==> src/hw/rtl/cfp_pkg.sv <==
// Shared types, constants and helper functions for the command frame parser.
// Used by cfp_parser, cfp_emitter and command_frame_parser; depends on nothing.
package cfp_pkg;

    // Frame marker bytes.
    localparam logic [7:0] HDR_BYTE  = 8'h55;
    localparam logic [7:0] TAIL_BYTE = 8'hBB;
    localparam logic [7:0] CMD_BYTE  = 8'hBC;
    localparam logic [7:0] ONE_BYTE  = 8'h01;

    // Frame bytes 1 to 6 are stored; byte 7 is taken straight from the input.
    localparam int unsigned STORED_BYTES = 6;
    localparam int unsigned CNT_W        = $clog2(STORED_BYTES + 1);

    // The status reply has eight bytes.
    localparam int unsigned REPLY_LEN = 8;
    localparam int unsigned REPLY_W   = $clog2(REPLY_LEN);

    // Result kind codes as they appear on the output.
    localparam logic [1:0] KIND_OPEN  = 2'd0;
    localparam logic [1:0] KIND_RESET = 2'd1;
    localparam logic [1:0] KIND_REPLY = 2'd2;

    // Motor mode codes.
    localparam logic [1:0] MODE_OPEN  = 2'd1;
    localparam logic [1:0] MODE_RESET = 2'd2;

    // Default device identifier after reset.
    localparam logic [7:0] DEVICE_ID_RESET = 8'h00;

    // Action chosen for an accepted frame.
    typedef enum logic [1:0] {
        JOB_OPEN,
        JOB_RESET,
        JOB_REPLY
    } cfp_job_kind_t;

    // Request from the parser to the emitter.
    typedef struct packed {
        logic          valid;
        cfp_job_kind_t kind;
        logic [7:0]    id;
        logic          m1;
        logic          m2;
    } cfp_job_t;

    // One byte of the status reply: 55 BC id 01 m1 m2 sum BB.
    function automatic logic [7:0] reply_at(input logic [REPLY_W-1:0] idx,
                                            input logic [7:0] id,
                                            input logic m1,
                                            input logic m2);
        logic [7:0] sum;
        logic [7:0] res;
        sum = id + ONE_BYTE + {7'd0, m1} + {7'd0, m2};
        unique case (idx)
            3'd0:    res = HDR_BYTE;
            3'd1:    res = CMD_BYTE;
            3'd2:    res = id;
            3'd3:    res = ONE_BYTE;
            3'd4:    res = {7'd0, m1};
            3'd5:    res = {7'd0, m2};
            3'd6:    res = sum;
            default: res = TAIL_BYTE;
        endcase
        return res;
    endfunction

endpackage

==> src/hw/rtl/command_frame_parser.sv <==
// Top level of the command frame parser: input register, device id register,
// and instances of cfp_parser and cfp_emitter. Depends on cfp_pkg.
//
//  Channel   Signals                                  Handshake
//  --------  ---------------------------------------  ---------------------------
//  input     in_valid, in_stall, rx_byte, motor_mode  taken when valid & !stall
//  output    out_valid, out_stall, kind, reply_byte,  taken when valid & !stall
//            last
//  config    cfg_valid, cfg_ready, device_id          written when valid & ready
//
//  One received byte per cycle while in_stall is low. A byte is judged while it
//  waits in the input register and the emitter is free; its first result is then
//  written to the result register. A status reply occupies the result register for
//  its eight bytes, and the next byte waits in the input register while it runs.
//  Reset clears the hunt state, the counters and the valid flags; device_id is 0.
//  A stalled output holds its request and backs up into in_stall.
module command_frame_parser #(
    parameter logic [7:0] DeviceIdReset = cfp_pkg::DEVICE_ID_RESET
) (
    input  logic       clk,
    input  logic       rst_n,
    input  logic       in_valid,
    output logic       in_stall,
    input  logic [7:0] rx_byte,
    input  logic [1:0] motor_mode,
    output logic       out_valid,
    input  logic       out_stall,
    output logic [1:0] kind,
    output logic [7:0] reply_byte,
    output logic       last,
    input  logic       cfg_valid,
    output logic       cfg_ready,
    input  logic [7:0] device_id
);
    import cfp_pkg::*;

    logic       in_valid_reg;
    logic [7:0] rx_reg;
    logic [1:0] mode_reg;
    logic [7:0] device_id_reg;
    logic       in_accept;
    logic       step;
    logic       job_ready;
    cfp_job_t   job;

    // Handshake: the input register drains into the parser when the emitter is free.
    assign step      = in_valid_reg && job_ready;
    assign in_stall  = in_valid_reg && !job_ready;
    assign in_accept = in_valid && !in_stall;
    assign cfg_ready = 1'b1;

    // Input valid flag and configuration register.
    always_ff @(posedge clk or negedge rst_n)
    begin
        if (!rst_n)
        begin
            in_valid_reg  <= 1'b0;
            device_id_reg <= DeviceIdReset;
        end
        else
        begin
            if (in_accept)
            begin
                in_valid_reg <= 1'b1;
            end
            else if (step)
            begin
                in_valid_reg <= 1'b0;
            end
            if (cfg_valid && cfg_ready)
            begin
                device_id_reg <= device_id;
            end
        end
    end

    // Input payload register.
    always_ff @(posedge clk)
    begin
        if (in_accept)
        begin
            rx_reg   <= rx_byte;
            mode_reg <= motor_mode;
        end
    end

    cfp_parser u_parser (
        .clk        (clk),
        .rst_n      (rst_n),
        .step       (step),
        .rx_byte    (rx_reg),
        .motor_mode (mode_reg),
        .device_id  (device_id_reg),
        .job        (job)
    );

    cfp_emitter u_emitter (
        .clk        (clk),
        .rst_n      (rst_n),
        .take       (step),
        .job        (job),
        .job_ready  (job_ready),
        .out_valid  (out_valid),
        .out_stall  (out_stall),
        .kind       (kind),
        .reply_byte (reply_byte),
        .last       (last)
    );

    // The input side only stalls while a byte is waiting in the input register.
    a_stall_needs_item: assert property (@(posedge clk) disable iff (!rst_n)
        in_stall |-> in_valid_reg)
        else $error("input stalled with empty input register");

    // A waiting byte that is stalled is still there next cycle.
    a_item_kept: assert property (@(posedge clk) disable iff (!rst_n)
        (in_valid_reg && !job_ready) |=> in_valid_reg)
        else $error("stalled input byte lost");

    // A request from the parser that is handed over reaches the result register.
    a_job_taken: assert property (@(posedge clk) disable iff (!rst_n)
        (job.valid && in_valid_reg && job_ready) |=> out_valid)
        else $error("request did not reach the result register");

endmodule

==> src/hw/rtl/cfp_parser.sv <==
// Header hunt, frame byte collection and frame judgment.
// Depends on cfp_pkg for marker bytes, counts and the request type.
module cfp_parser (
    input  logic              clk,
    input  logic              rst_n,
    input  logic              step,
    input  logic [7:0]        rx_byte,
    input  logic [1:0]        motor_mode,
    input  logic [7:0]        device_id,
    output cfp_pkg::cfp_job_t job
);
    import cfp_pkg::*;

    logic             header_seen_reg;
    logic             header_seen_next;
    logic [CNT_W-1:0] byte_count_reg;
    logic [CNT_W-1:0] byte_count_next;
    logic [7:0]       frame_reg [STORED_BYTES];

    logic             frame_done;
    logic [7:0]       body_sum;
    logic             frame_ok;

    // The current byte completes the frame when six bytes are already stored.
    assign frame_done = header_seen_reg && (byte_count_reg == CNT_W'(STORED_BYTES));

    // Checksum over frame bytes 2 to 5, modulo 256.
    assign body_sum = frame_reg[1] + frame_reg[2] + frame_reg[3] + frame_reg[4];

    assign frame_ok = (rx_byte == TAIL_BYTE) && (frame_reg[5] == body_sum)
                   && (frame_reg[0] == CMD_BYTE) && (frame_reg[1] == device_id);

    // Action selection; the first matching test wins.
    always_comb
    begin
        job.valid = 1'b0;
        job.kind  = JOB_OPEN;
        job.id    = device_id;
        job.m1    = (motor_mode == MODE_OPEN);
        job.m2    = (motor_mode == MODE_RESET);
        if (frame_done && frame_ok)
        begin
            priority if (frame_reg[3] == ONE_BYTE)
            begin
                job.valid = 1'b1;
                job.kind  = JOB_OPEN;
            end
            else if (frame_reg[4] == ONE_BYTE)
            begin
                job.valid = 1'b1;
                job.kind  = JOB_RESET;
            end
            else if (frame_reg[2] == ONE_BYTE)
            begin
                job.valid = 1'b1;
                job.kind  = JOB_REPLY;
            end
        end
    end

    // Next state of the hunt and the byte counter.
    always_comb
    begin
        header_seen_next = header_seen_reg;
        byte_count_next  = byte_count_reg;
        if (!header_seen_reg)
        begin
            if (rx_byte == HDR_BYTE)
            begin
                header_seen_next = 1'b1;
                byte_count_next  = '0;
            end
        end
        else if (frame_done)
        begin
            header_seen_next = 1'b0;
            byte_count_next  = '0;
        end
        else
        begin
            byte_count_next = byte_count_reg + 1'b1;
        end
    end

    // Control state.
    always_ff @(posedge clk or negedge rst_n)
    begin
        if (!rst_n)
        begin
            header_seen_reg <= 1'b0;
            byte_count_reg  <= '0;
        end
        else if (step)
        begin
            header_seen_reg <= header_seen_next;
            byte_count_reg  <= byte_count_next;
        end
    end

    // Frame byte store; every entry is written before the frame reads it.
    always_ff @(posedge clk)
    begin
        if (step && header_seen_reg && !frame_done)
        begin
            frame_reg[byte_count_reg] <= rx_byte;
        end
    end

    // The counter never passes the number of stored bytes.
    a_count_range: assert property (@(posedge clk) disable iff (!rst_n)
        byte_count_reg <= CNT_W'(STORED_BYTES))
        else $error("byte counter out of range");

    // While hunting, no bytes are counted.
    a_hunt_count: assert property (@(posedge clk) disable iff (!rst_n)
        !header_seen_reg |-> byte_count_reg == '0)
        else $error("byte counter not clear while hunting");

    // A request is only raised on the byte that completes a frame.
    a_job_on_done: assert property (@(posedge clk) disable iff (!rst_n)
        job.valid |-> frame_done)
        else $error("request outside frame completion");

endmodule

==> src/hw/rtl/cfp_emitter.sv <==
// Result register and status reply sequencer.
// Depends on cfp_pkg for kind codes, the request type and reply_at().
module cfp_emitter (
    input  logic              clk,
    input  logic              rst_n,
    input  logic              take,
    input  cfp_pkg::cfp_job_t job,
    output logic              job_ready,
    output logic              out_valid,
    input  logic              out_stall,
    output logic [1:0]        kind,
    output logic [7:0]        reply_byte,
    output logic              last
);
    import cfp_pkg::*;

    logic               out_valid_reg;
    logic               out_valid_next;
    logic [1:0]         kind_reg;
    logic [1:0]         kind_next;
    logic [7:0]         byte_reg;
    logic [7:0]         byte_next;
    logic               last_reg;
    logic               last_next;
    logic               seq_active_reg;
    logic               seq_active_next;
    logic [REPLY_W-1:0] seq_idx_reg;
    logic [REPLY_W-1:0] seq_idx_next;
    logic [7:0]         id_reg;
    logic               m1_reg;
    logic               m2_reg;
    logic               out_free;
    logic               load_job;

    // The result register can be refilled when empty or taken this cycle.
    assign out_free  = !out_valid_reg || !out_stall;
    assign job_ready = out_free && !seq_active_reg;
    assign load_job  = take && job.valid;

    // Next result: reply bytes in flight first, then a new request.
    always_comb
    begin
        out_valid_next  = out_valid_reg;
        kind_next       = kind_reg;
        byte_next       = byte_reg;
        last_next       = last_reg;
        seq_active_next = seq_active_reg;
        seq_idx_next    = seq_idx_reg;
        if (out_free)
        begin
            if (seq_active_reg)
            begin
                out_valid_next = 1'b1;
                kind_next      = KIND_REPLY;
                byte_next      = reply_at(seq_idx_reg, id_reg, m1_reg, m2_reg);
                last_next      = (seq_idx_reg == REPLY_W'(REPLY_LEN - 1));
                seq_idx_next   = seq_idx_reg + 1'b1;
                if (seq_idx_reg == REPLY_W'(REPLY_LEN - 1))
                begin
                    seq_active_next = 1'b0;
                end
            end
            else if (load_job)
            begin
                out_valid_next = 1'b1;
                unique case (job.kind)
                    JOB_OPEN:
                    begin
                        kind_next = KIND_OPEN;
                        byte_next = 8'd0;
                        last_next = 1'b1;
                    end
                    JOB_RESET:
                    begin
                        kind_next = KIND_RESET;
                        byte_next = 8'd0;
                        last_next = 1'b1;
                    end
                    default:
                    begin
                        kind_next       = KIND_REPLY;
                        byte_next       = reply_at('0, job.id, job.m1, job.m2);
                        last_next       = 1'b0;
                        seq_active_next = 1'b1;
                        seq_idx_next    = REPLY_W'(1);
                    end
                endcase
            end
            else
            begin
                out_valid_next = 1'b0;
            end
        end
    end

    // Control state.
    always_ff @(posedge clk or negedge rst_n)
    begin
        if (!rst_n)
        begin
            out_valid_reg  <= 1'b0;
            seq_active_reg <= 1'b0;
            seq_idx_reg    <= '0;
        end
        else
        begin
            out_valid_reg  <= out_valid_next;
            seq_active_reg <= seq_active_next;
            seq_idx_reg    <= seq_idx_next;
        end
    end

    // Payload registers.
    always_ff @(posedge clk)
    begin
        kind_reg <= kind_next;
        byte_reg <= byte_next;
        last_reg <= last_next;
        if (job_ready && load_job)
        begin
            id_reg <= job.id;
            m1_reg <= job.m1;
            m2_reg <= job.m2;
        end
    end

    assign out_valid  = out_valid_reg;
    assign kind       = kind_reg;
    assign reply_byte = byte_reg;
    assign last       = last_reg;

    // A running reply always has a byte waiting in the result register.
    a_seq_has_out: assert property (@(posedge clk) disable iff (!rst_n)
        seq_active_reg |-> out_valid_reg)
        else $error("reply sequence running with empty result register");

    // Commands are single results with a zero byte.
    a_cmd_single: assert property (@(posedge clk) disable iff (!rst_n)
        (out_valid_reg && kind_reg != KIND_REPLY) |-> (last_reg && byte_reg == 8'd0))
        else $error("command result malformed");

    // The sequencer never restarts at the header byte.
    a_seq_idx: assert property (@(posedge clk) disable iff (!rst_n)
        seq_active_reg |-> seq_idx_reg != '0)
        else $error("reply index invalid while running");

    // Only the final reply byte carries last.
    a_reply_last: assert property (@(posedge clk) disable iff (!rst_n)
        (out_valid_reg && kind_reg == KIND_REPLY && seq_active_reg) |-> !last_reg)
        else $error("last raised before end of reply");

endmodule

==> config.mk <==
export PLATFORM = sky130hd
export DESIGN_NAME = command_frame_parser
export DESIGN_NICKNAME = d
export VERILOG_FILES = /design/src/hw/rtl/cfp_pkg.sv /design/src/hw/rtl/command_frame_parser.sv /design/src/hw/rtl/cfp_parser.sv /design/src/hw/rtl/cfp_emitter.sv
export SDC_FILE = /design/constraint.sdc
export NUM_CORES = 1
export LEC_CHECK = 0
export BUFFER_PORTS_ARGS = -buffer_cell sky130_fd_sc_hd__buf_4
export CORE_MARGIN = 1.5
export CORE_UTILIZATION = 55
export CTS_BUF_LIST = sky130_fd_sc_hd__clkbuf_8 sky130_fd_sc_hd__clkbuf_16
export CTS_CLUSTER_DIAMETER = 100
export CTS_CLUSTER_SIZE = 30
export DETAILED_ROUTE_END_ITERATION = 12
export PLACE_DENSITY = 0.78
export SLEW_MARGIN = 20
export SYNTH_ARGS = -nofsm -noshare
export SYNTH_HDL_FRONTEND = slang
export SYNTH_SLANG_ARGS = --single-unit
export TNS_END_PERCENT = 100
==> constraint.sdc <==
create_clock -name clk -period 5.35 [get_ports clk]
set_input_delay 0.535 -clock clk [delete_from_list [all_inputs] [get_ports clk]]
set_output_delay 0.535 -clock clk [all_outputs]
set_load 0.1 [all_outputs]
==> qor.yml, run 1 <==
status: "complete, no violations"
finClkSkew_ns: 0.00811
cts_htree_levels: 3
hp-class: "in2async"
crit_required_ns: 5.41
areaGrowthSynthToFinish_pct: 12.4
end_kind: "flop"
syn-instance-count: 346
finalMaxSlewViolations: 0
routedWlPerCell_um: 17.4
largest_register_ff_count: 48
cts_buffers: 9
critPathMaxFanout: 11
tns_ns: 0
total_leakage_power_nw: 2.01
fp.dieArea_um2: 9150
grt_pass1_wl_um: 13500
cts.sinks: 97
period_needed_ns: 4.16
fill_cells: 626
tightest_slew_ns: 0.680
first_iter_violations: 109
io_buffers: 35
cp-start-kind: "flop"
path_cells: "fa_1 -> inv_1 -> fa_1 -> inv_1 -> ha_1 -> fa_1 -> nand3_1 -> a21oi_1 -> nor4b_1 -> nand3_1 -> or3_4 -> o21ai_0 -> buf_4"
path_clk_slew_ns: 0.09
drc_errors: 0
wirelength_um: 8720
cap_violations: 0
worst_path_max_delay_cell: "fa_1"
ys_seq_elements: 97
cp_data_arrival_time_ns: 4.22
slew-limit-headroom_pct: 54.5
fmax_ghz: 0.241
synthFlopType: "edfxtp_1"
grt_pass1_vias: 2762
cts_root_buffer: "clkbuf_8"
nets: 448
yosysSeqAreaShare_pct: 59.8
synth_edf_count: 79
hpwl_um: 6650
min_period_over_period_pct: 77.7
synth_nets: 402
max_stage_delay_ns: 0.55
clockBufferDepth: 2
core-area_um2: 8260
ant_nets: 0
whs_ns: 0.0377
drt_pass1_iterations: 4
die_w_um: 95.6
cts_tree: "built"
routed-via-count: 2864
ir_drop_mv: 0.193
rsz0062_at_grt: "no"
layout_common_cells: "79 x edfxtp_1, 40 x buf_4, 25 x nand2_1"
viasPerCell: 5.71
grt_max_degree: 19
clock_latency_ns: 0.35
cp_common_cell: "fa_1"
ios: 37
finalSetupViolCount: 0
power_density_nw_per_um2: 267
final_common_cell: "edfxtp_1"
drive_gt1_share_pct: 18.1
start_util_pct: 57.2
multi_input_area_um2: 1780
seq_area_um2: 2820
antenna_found_initial: 0
crit_type: "reg2reg"
grt_overflow: 0
gp_congestion: 0.929
cts_resized: 0
fp-row-count: 33
diodes: 0
yosysWarnings: 0
hold_violations: 0
synthDistinctLibCells: 55
synthArstFlopShare_pct: 18.6
post_cts_buffers: 0
gr-usage-all-layers_pct: 20.4
dieHeight_um: 95.6
synth_area_um2: 4720
avgSynthCellArea_um2: 13.6
postCtsHoldBufs: 0
==> area by class of cell <==
type                    instances  area share, %
flip-flops and latches         97           53.2
inverters                      24           1.70
well taps                     105           2.48
multi-input cells             220           33.6
clock buffers                  10           2.60
repair buffers                 40           5.66
clock inverters                 6          0.684
==> path summary, 6_finish.rpt <==
kind	startpoint	endpoint	slack [ns]	cells past startpoint
min in group clk	rx_byte[2]	rx_reg[2]$_DFFE_PP_	0.36	1
min reg2reg	device_id_reg[5]$_DFFE_PN0P_	u_emitter.id_reg[5]$_DFFE_PP_	0.51	0
max in group asynchronous	rst_n	device_id_reg[5]$_DFFE_PN0P_	5.10	1
min	rst_n	u_emitter.seq_active_reg$_DFFE_PN0N_	0.04	1
max reg2reg	u_parser.frame_reg[4][1]$_DFFE_PP_	u_emitter.reply_byte[3]$_SDFFCE_PN0P_	1.19	13
max	u_parser.frame_reg[4][1]$_DFFE_PP_	u_emitter.reply_byte[3]$_SDFFCE_PN0P_	1.19	13
==> cells in the mapped netlist (2+ instances only) <==
cell / count / area [um2]
nand4b_1: 2 / 17.5
nand3_1: 7 / 35.0
o311ai_0: 2 / 17.5
o31ai_1: 2 / 15.0
xor2_1: 7 / 61.3
nand4_1: 4 / 25.0
fa_1: 15 / 300
and3_1: 2 / 12.5
inv_1: 23 / 86.3
clkbuf_1: 4 / 15.0
ha_1: 18 / 225
o211ai_1: 3 / 22.5
nor4b_1: 7 / 61.3
and2_1: 3 / 18.8
a21o_1: 3 / 22.5
a21oi_1: 12 / 60.1
dfrtp_1: 18 / 450
a31oi_1: 3 / 18.8
or2_2: 3 / 18.8
nor4_1: 6 / 37.5
xnor2_1: 15 / 131
xnor3_1: 2 / 45.0
nor2b_1: 2 / 12.5
nand2_1: 25 / 93.8
nor2_1: 20 / 75.1
mux2_2: 9 / 101
a21boi_0: 4 / 30.0
and4_1: 2 / 17.5
a22oi_1: 2 / 15.0
o21ai_0: 9 / 45.0
nor3_1: 7 / 35.0
edfxtp_1: 79 / 2370
nand2b_1: 4 / 25.0
==> stage by stage <==
stage | setup WS (ns) | total power [mW] | area [um2] | instances | utilization [%]
after floorplan | 0.821 | 0.964 | 4720 | 346 | -
after global placement | 1.31 | 1.00 | 5130 | 486 | 62.1
after detailed placement | 1.18 | 1.01 | 5130 | 486 | 62.1
after CTS | 1.20 | 1.42 | 5300 | 502 | 64.2
after global routing | 0.870 | 1.47 | 5300 | 502 | 64.2
final | 1.19 | 1.41 | 5300 | 502 | 64.2
==> cells by family after synthesis <==
| group | after synthesis | synth area share (%) |
|---|---|---|
| and+or+nand+nor | 101 | 11.7 |
| DFF | 97 | 59.8 |
| AOI/OAI and AO/OA | 50 | 7.18 |
| adders and majority gates | 33 | 11.1 |
| buffers and inverters | 29 | 2.39 |
| xor gates and xnor gates | 25 | 5.38 |
| muxes | 10 | 2.36 |
| other | 1 | 0.0795 |
==> critical path: cells and delay by family (launching register included) <==
| kind | cells | cell delay [ns] |
|---|---|---|
| buffers and inverters | 3 | 0.31 |
| DFF | 1 | 0.44 |
| and+or+nand+nor | 4 | 1.18 |
| adders and majority gates | 4 | 1.70 |
| AOI/OAI and AO/OA | 2 | 0.23 |
==> where the power goes <==
part / leakage (nW) / switching (mW) / internal, mW / total (mW)
Combinational: 0.995 / 0.0536 / 0.0508 / 0.104
Clock: 0.0871 / 0.244 / 0.179 / 0.422
Sequential: 0.931 / 0.0393 / 0.848 / 0.887
==> metal layers <==
metal	vias to the layer above	track usage, %	share of wire, %
li1	1364	-	-
met2	74	35.6	53
met4	0	9.31	1.9
met1	1411	24.7	42
met5	-	0	0
met3	15	3.35	3.4
No activity file was read; power rests on OpenSTA's default activity.
==> inputs of run 2 (changes only) <==
CORE_UTILIZATION = 54   (was 55)
PLACE_DENSITY = 0.8   (was 0.78)
clock period = 3.5 ns   (was 5.35 ns; I/O delays follow)
==> run 2 against run 1 <==
  * The flow now finishes with violations (setup timing)
  * Combinational power increased by 92%
  * Setup slack worse by 1.6 ns
  * Sequential share of layout area down 4.1 points
  * Final cell count is 5.6% higher
  * Worst hold slack improved by 0.13 ns
  * Largest power group unchanged
==> qor.yml, run 2 (same netlist as run 1, synthesis figures left out) <==
status: "finished, violations left"
violations: "setup timing"
dieHeight_um: 96.5  # +0.89%
use_met2_pct: 38.6  # +3.0 points
end_kind: "flop"
cts_tree: "built"
final_common_cell: "edfxtp_1"
die_w_um: 96.5  # +0.89%
utilization_pct: 68.8  # +4.6 points
total_leakage_power_nw: 2.22  # +10%
drt_pass1_iterations: 6  # +2
grt_use_met3_pct: 4.85  # +1.5 points
crit_type: "reg2reg"
ir_drop_mv: 0.317  # +65%
cp-start-kind: "flop"
first_iter_violations: 109  # unchanged
tns_ns: -7.96  # -7.96 ns
clock_latency_ns: 0.35  # about the same
hpwl_um: 6830  # +2.8%
core-area_um2: 8340  # +1.0%
fp.dieArea_um2: 9310  # +1.8%
cts_buffers: 9  # unchanged
layoutNonFillerInstCount: 530  # +5.6%
place_inst: 504  # +3.7%
finalWorstSetupSlack_ns: -0.395  # -1.59 ns
cts.sinks: 97  # unchanged
nets: 476  # +6.3%
cp_data_arrival_time_ns: 3.96  # -0.26 ns
hold_violations: 0  # unchanged
finalSetupViolCount: 33  # +33
viasPerCell: 5.67  # -0.55%
drc_errors: 0  # unchanged
drive_gt1_share_pct: 29.2  # +11 points
r2r_end: "u_emitter.kind[0]$_SDFFCE_PP0P_"
reg2reg_slack_ns: -0.39  # -1.59 ns
critPathMaxFanout: 11  # unchanged
crit_required_ns: 3.57  # -1.84 ns
antenna_found_initial: 0  # unchanged
grt_busiest_layer: "met2"
largest_register_ff_count: 48  # unchanged
gr-usage-all-layers_pct: 21.7  # +1.3 points
ios: 37  # unchanged
wirelength_um: 9490  # +8.8%
cts_htree_levels: 3  # unchanged
use_met1_pct: 25.2  # +0.45 points
ant_nets: 0  # unchanged
rr_worst_depth: 13  # unchanged
setup.worst_path.start: "u_parser.frame_reg[2][1]$_DFFE_PP_"
routedWlPerCell_um: 17.9  # +3.1%
path_clk_slew_ns: 0.10  # about the same
layout_common_cells: "79 x edfxtp_1, 58 x buf_4, 25 x nand2_1"
diodes: 0  # unchanged
period_needed_ns: 3.89  # -0.261 ns
grt_pass1_wl_um: 14700  # +8.9%
whs_ns: 0.165  # +0.128 ns
power_density_nw_per_um2: 386  # +45%
gp_congestion: 0.881  # -5.1%
start_util_pct: 56.6  # -0.57 points
tightest_slew_ns: 0.712  # +0.0313 ns
fp-row-count: 33  # unchanged
cap_violations: 0  # unchanged
grt_pass1_vias: 3022  # +9.4%
clockBufferDepth: 2  # unchanged
min_period_over_period_pct: 111  # +34 points
finClkSkew_ns: 0.0144  # +0.00630 ns
slew-limit-headroom_pct: 52.4  # -2.1 points
crit_end: "u_emitter.kind[0]$_SDFFCE_PP0P_"
finalMaxSlewViolations: 0  # unchanged
cts_root_buffer: "clkbuf_8"
pre_cts_ws_ns: -0.339  # -1.52 ns
grt_overflow: 0  # unchanged
rr_startpoint: "u_parser.frame_reg[2][1]$_DFFE_PP_"
routed-via-count: 3007  # +5.0%
hp-class: "in2reg"
fmax_ghz: 0.257  # +6.7%
io_buffers: 35  # unchanged
grt_max_degree: 19  # unchanged
areaGrowthSynthToFinish_pct: 21.7
rsz0062_at_grt: "yes"
==> run 2: changes by cell type in the layout (fill, tap and decap cells not counted), sizes merged <==
| cell | change |
|---|---|
| and2 | +1 |
| inv | +2 |
| dlygate4sd3 | +1 |
| clkbuf | -1 |
| buf | +26 |
| clkinvlp | -1 |
==> run 2: metal layers <==
metal  share of wire (%)  wire, um
met1                  40      3800
met2                  53      5050
met3                 4.5       424
met4                 2.2       204
met5                   0         0
==> run 2: per-stage QoR <==
| step | power (mW) | instance area, um2 |
|---|---|---|
| 2_1_floorplan | 1.48 | 4750 |
| 3_3_place_gp | 1.55 | 5310 |
| 3_5_place_dp | 1.56 | 5310 |
| 4_1_cts | 2.22 | 5700 |
| 5_1_grt | 2.30 | 5740 |
| 6_report | 2.22 | 5740 |
==> run 2: where the power goes <==
part / switching, mW / internal [mW]
registers: 0.0596 / 1.30
clock network: 0.394 / 0.266
logic: 0.0993 / 0.101
==> run 2: worst max-delay path, cell delays in order, from the launching register on <==
cell and delay, ns:
edfxtp_1 0.44, fa_1 0.56, inv_1 0.05, fa_1 0.49
inv_2 0.05, ha_4 0.16, fa_2 0.56, xnor2_2 0.11
nand4_1 0.11, nor3_2 0.24, nand3_1 0.15, or3_4 0.39
o21ai_4 0.16, buf_12 0.15
==> run 2: area by class of cell <==
cell class	count	area, um2
Clock inverter	7	52.6
Timing Repair Buffer	67	544
Fill cell	569	2600
Sequential cell	97	2820
Multi-Input combinational cell	221	1980
Clock buffer	9	124
Tap cell	105	131
Inverter	24	90.1
==> run 2: what timing repair did <==
action | in CTS | in global routing
endpoints found under the hold margin | 18 | 0
gates cloned | 1 | 0
pin swaps | 13 | 11
setup endpoints to repair | 31 | 33
gates resized for setup | 31 | 8
hold buffers | 1 | 0
buffers inserted | 9 | 2
==> run 2: how the worst min path moves through the flow <==
stage	slack (ns)	from	cells past startpoint	to
final	0.17	motor_mode[0]	1	mode_reg[0]$_DFFE_PP_
after global routing	0.14	motor_mode[0]	1	mode_reg[0]$_DFFE_PP_
after CTS	0.15	motor_mode[0]	1	mode_reg[0]$_DFFE_PP_
after detailed placement	0.24	rst_n	1	u_emitter.seq_active_reg$_DFFE_PN0N_
after global placement	0.23	rst_n	1	u_emitter.seq_active_reg$_DFFE_PN0N_
after floorplan	0.05	rst_n	0	device_id_reg[0]$_DFFE_PN0P_
==> inputs of run 3 (changes only) <==
SKIP_CTS_REPAIR_TIMING = 1   (was default)
SYNTH_HIERARCHICAL = 1   (was default)
==> run 3 against run 2 <==
  * The run still ends with setup timing left
  * Sequential share of layout area is 1.4 points higher
  * Non-clock buffer count down 5
  * Routed wire length down 6.9%
==> qor.yml, run 3 <==
holdPathStages: 1  # unchanged
period_needed_ns: 4.04  # +0.141 ns
hp-class: "in2reg"
routed-via-count: 2865  # -4.7%
power_density_nw_per_um2: 454  # +18%
die_w_um: 96.4  # about the same
cp_data_arrival_time_ns: 4.28  # +0.32 ns
routedWlPerCell_um: 17.3  # -3.5%
cp-start-kind: "flop"
yosysTopAreaCellShare_pct: 50.3  # +0.067 points
first_iter_violations: 161  # +48%
crit_type: "reg2reg"
viasPerCell: 5.61  # -1.2%
setup.worst_path.start: "u_parser/frame_reg[4][1]$_DFFE_PP_"
finalWorstSetupSlack_ns: -0.536  # -0.141 ns
fmax_ghz: 0.248  # -3.5%
r2r_end: "u_emitter/seq_idx_reg[1]$_DFFE_PN0P_"
synth_commonest_cells: "79 x edfxtp_1, 24 x inv_1, 22 x nand2_1, 19 x xnor2_1"
ant_nets: 0  # unchanged
rsz0062_at_grt: "yes"
synthFlopType: "edfxtp_1"
critPathMaxFanout: 3  # -8
finClkSkew_ns: 0.0108  # -0.00358 ns
synth_edf_count: 79  # unchanged
finalSetupViolCount: 33  # unchanged
io_buffers: 35  # unchanged
ir_drop_mv: 0.343  # +8.1%
core-area_um2: 8340  # unchanged
totalPowerFinal_mw: 2.53  # +14%
cts_tree: "built"
hpwl_um: 6520  # -4.5%
end_kind: "flop"
rr_worst_depth: 16  # +3
clock_latency_ns: 0.35  # about the same
cts_root_buffer: "clkbuf_8"
layout_common_cells: "79 x edfxtp_1, 60 x buf_4, 24 x inv_1"
areaGrowthSynthToFinish_pct: 18.3
start_util_pct: 56.5  # -0.075 points
synth.area.top_cells: "edfxtp_1 50%, dfrtp_1 9.6%, fa_1 6.4%, ha_1 4.8%, xnor2_1 3.5%"
gp_congestion: 0.867  # -1.6%
status: "finished, violations left"
slew-limit-headroom_pct: 46.6  # -5.7 points
yosysWarnings: 6  # +6
grt_pass1_vias: 2914  # -3.6%
min_period_over_period_pct: 115  # +4.0 points
syn-instance-count: 341  # -1.4%
wirelength_um: 8830  # -6.9%
path_clk_slew_ns: 0.09  # about the same
avgSynthCellArea_um2: 13.8  # +1.3%
tightest_slew_ns: 0.797  # +0.0856 ns
ios: 37  # unchanged
grt_use_met3_pct: 4.30  # -0.55 points
drc_errors: 0  # unchanged
final_common_cell: "edfxtp_1"
fp.dieArea_um2: 9300  # -0.12%
place_inst: 489  # -3.0%
layoutNonFillerInstCount: 511  # -3.6%
fp-row-count: 33  # unchanged
hold_violations: 0  # unchanged
synthArstFlopShare_pct: 18.6  # unchanged
violations: "setup timing"
clockBufferDepth: 2  # unchanged
total_leakage_power_nw: 2.19  # -1.7%
grt_max_degree: 19  # unchanged
yosysMostFrequentCell: "edfxtp_1"
cap_violations: 0  # unchanged
ys_seq_elements: 97  # unchanged
pre_cts_ws_ns: -0.516  # -0.177 ns
synthDistinctLibCells: 48  # -13%
cts_buffers: 9  # unchanged
synth_nets: 397  # -1.2%
diodes: 0  # unchanged
finalMaxSlewViolations: 0  # unchanged
reg2reg_slack_ns: -0.54  # -0.14 ns
cts.sinks: 97  # unchanged
dieHeight_um: 96.4  # about the same
crit_required_ns: 3.74  # +0.17 ns
use_met1_pct: 24.9  # -0.25 points
grt_overflow: 0  # unchanged
cts_htree_levels: 3  # unchanged
drive_gt1_share_pct: 26.4  # -2.8 points
use_met2_pct: 37.4  # -1.2 points
nets: 457  # -4.0%
synth_top_cell_by_area: "edfxtp_1"
grt_pass1_wl_um: 14000  # -4.6%
synth_area_um2: 4710  # -0.13%
hold_start: "motor_mode[0]"
holdPathEnd: "mode_reg[0]$_DFFE_PP_"
fill_cells: 585  # +2.8%
antenna_found_initial: 0  # unchanged
gr-usage-all-layers_pct: 21.0  # -0.66 points
drt_pass1_iterations: 5  # -1
yosysSeqAreaShare_pct: 59.9  # +0.079 points
largest_register_ff_count: 48  # unchanged
rr_startpoint: "u_parser/frame_reg[4][1]$_DFFE_PP_"
grt_busiest_layer: "met2"
[run 3: cell types whose count changed in the layout (fill, tap and decap cells not counted), sizes merged, moves of 5 or more]
cell | before | now
o21ai | 9 | 18
nor2 | 20 | 12
buf | 66 | 61
nor2b | 2 | 7
[run 3: layout make-up]
class	instances	area [um2]	area share [%]
sequential	97	2820	50.6
multi-input combinational	206	1810	32.4
timing repair buffer	62	480	8.61
clock buffer	10	149	2.67
tap	105	131	2.36
inverter	25	93.8	1.68
clock inverter	6	92.6	1.66
[run 3: worst max path at each step]
stage | endpoint | slack (ns) | cells after the start
6_report | u_emitter/seq_idx_reg[1]$_DFFE_PN0P_ | -0.54 | 16
5_1_grt | u_emitter/last$_DFFE_PP_ | -0.70 | 15
4_1_cts | u_emitter/last$_DFFE_PP_ | -0.51 | 15
3_5_place_dp | u_emitter/reply_byte[1]$_SDFFCE_PN0P_ | -0.52 | 15
3_3_place_gp | u_emitter/reply_byte[1]$_SDFFCE_PN0P_ | -0.40 | 15
2_1_floorplan | u_emitter/id_reg[0]$_DFFE_PP_ | -0.32 | 13
[run 3: critical path, cell delays in order (launching register included)]
cell       delay [ns]
edfxtp_1         0.43
fa_1             0.55
inv_1            0.05
fa_1             0.53
inv_1            0.04
ha_2             0.19
fa_2             0.55
xnor2_2          0.11
nand4_1          0.11
nor4_2           0.22
o2111ai_2        0.19
buf_4            0.19
nor4_4           0.13
buf_4            0.16
and3_4           0.18
o21ai_4          0.07
a32o_1           0.23
[run 3: per-layer routing]
| metal | share of wire (%) | vias to the layer above |
|---|---|---|
| li1 | - | 1359 |
| met1 | 42 | 1412 |
| met2 | 53 | 73 |
| met3 | 2.9 | 21 |
| met4 | 2.5 | 0 |
| met5 | 0 | - |
[run 3: power breakdown]
group	internal [mW]	leakage (nW)	switching [mW]	total, mW
clock network	0.455	0.125	0.395	0.849
registers	1.31	0.968	0.0741	1.39
logic	0.149	1.09	0.145	0.295
[run 3: kinds of logic (layout without fill, tap and decap cells)]
kind of cell,Yosys count,count (layout),synth area share (%)
DFF,97,97,59.9
and+or+nand+nor,91,92,11.0
AOI/OAI and AO/OA,47,47,5.89
buffers and inverters,39,103,4.25
adders and majority gates,33,33,11.1
xor gates and xnor gates,25,25,5.23
muxes,8,8,2.55
other,1,1,0.0796
[run 3: through the flow]
stage	setup TNS, ns	hold slack (ns)	instance area [um2]	util (%)
after detailed placement	-14.40	0.233	5220	62.6
after global placement	-10.55	0.231	5220	62.6
final	-14.81	0.170	5580	66.9
after floorplan	-7.84	0.0544	4750	-
after global routing	-20.24	0.144	5580	66.9
after CTS	-14.27	-0.158	5460	65.5
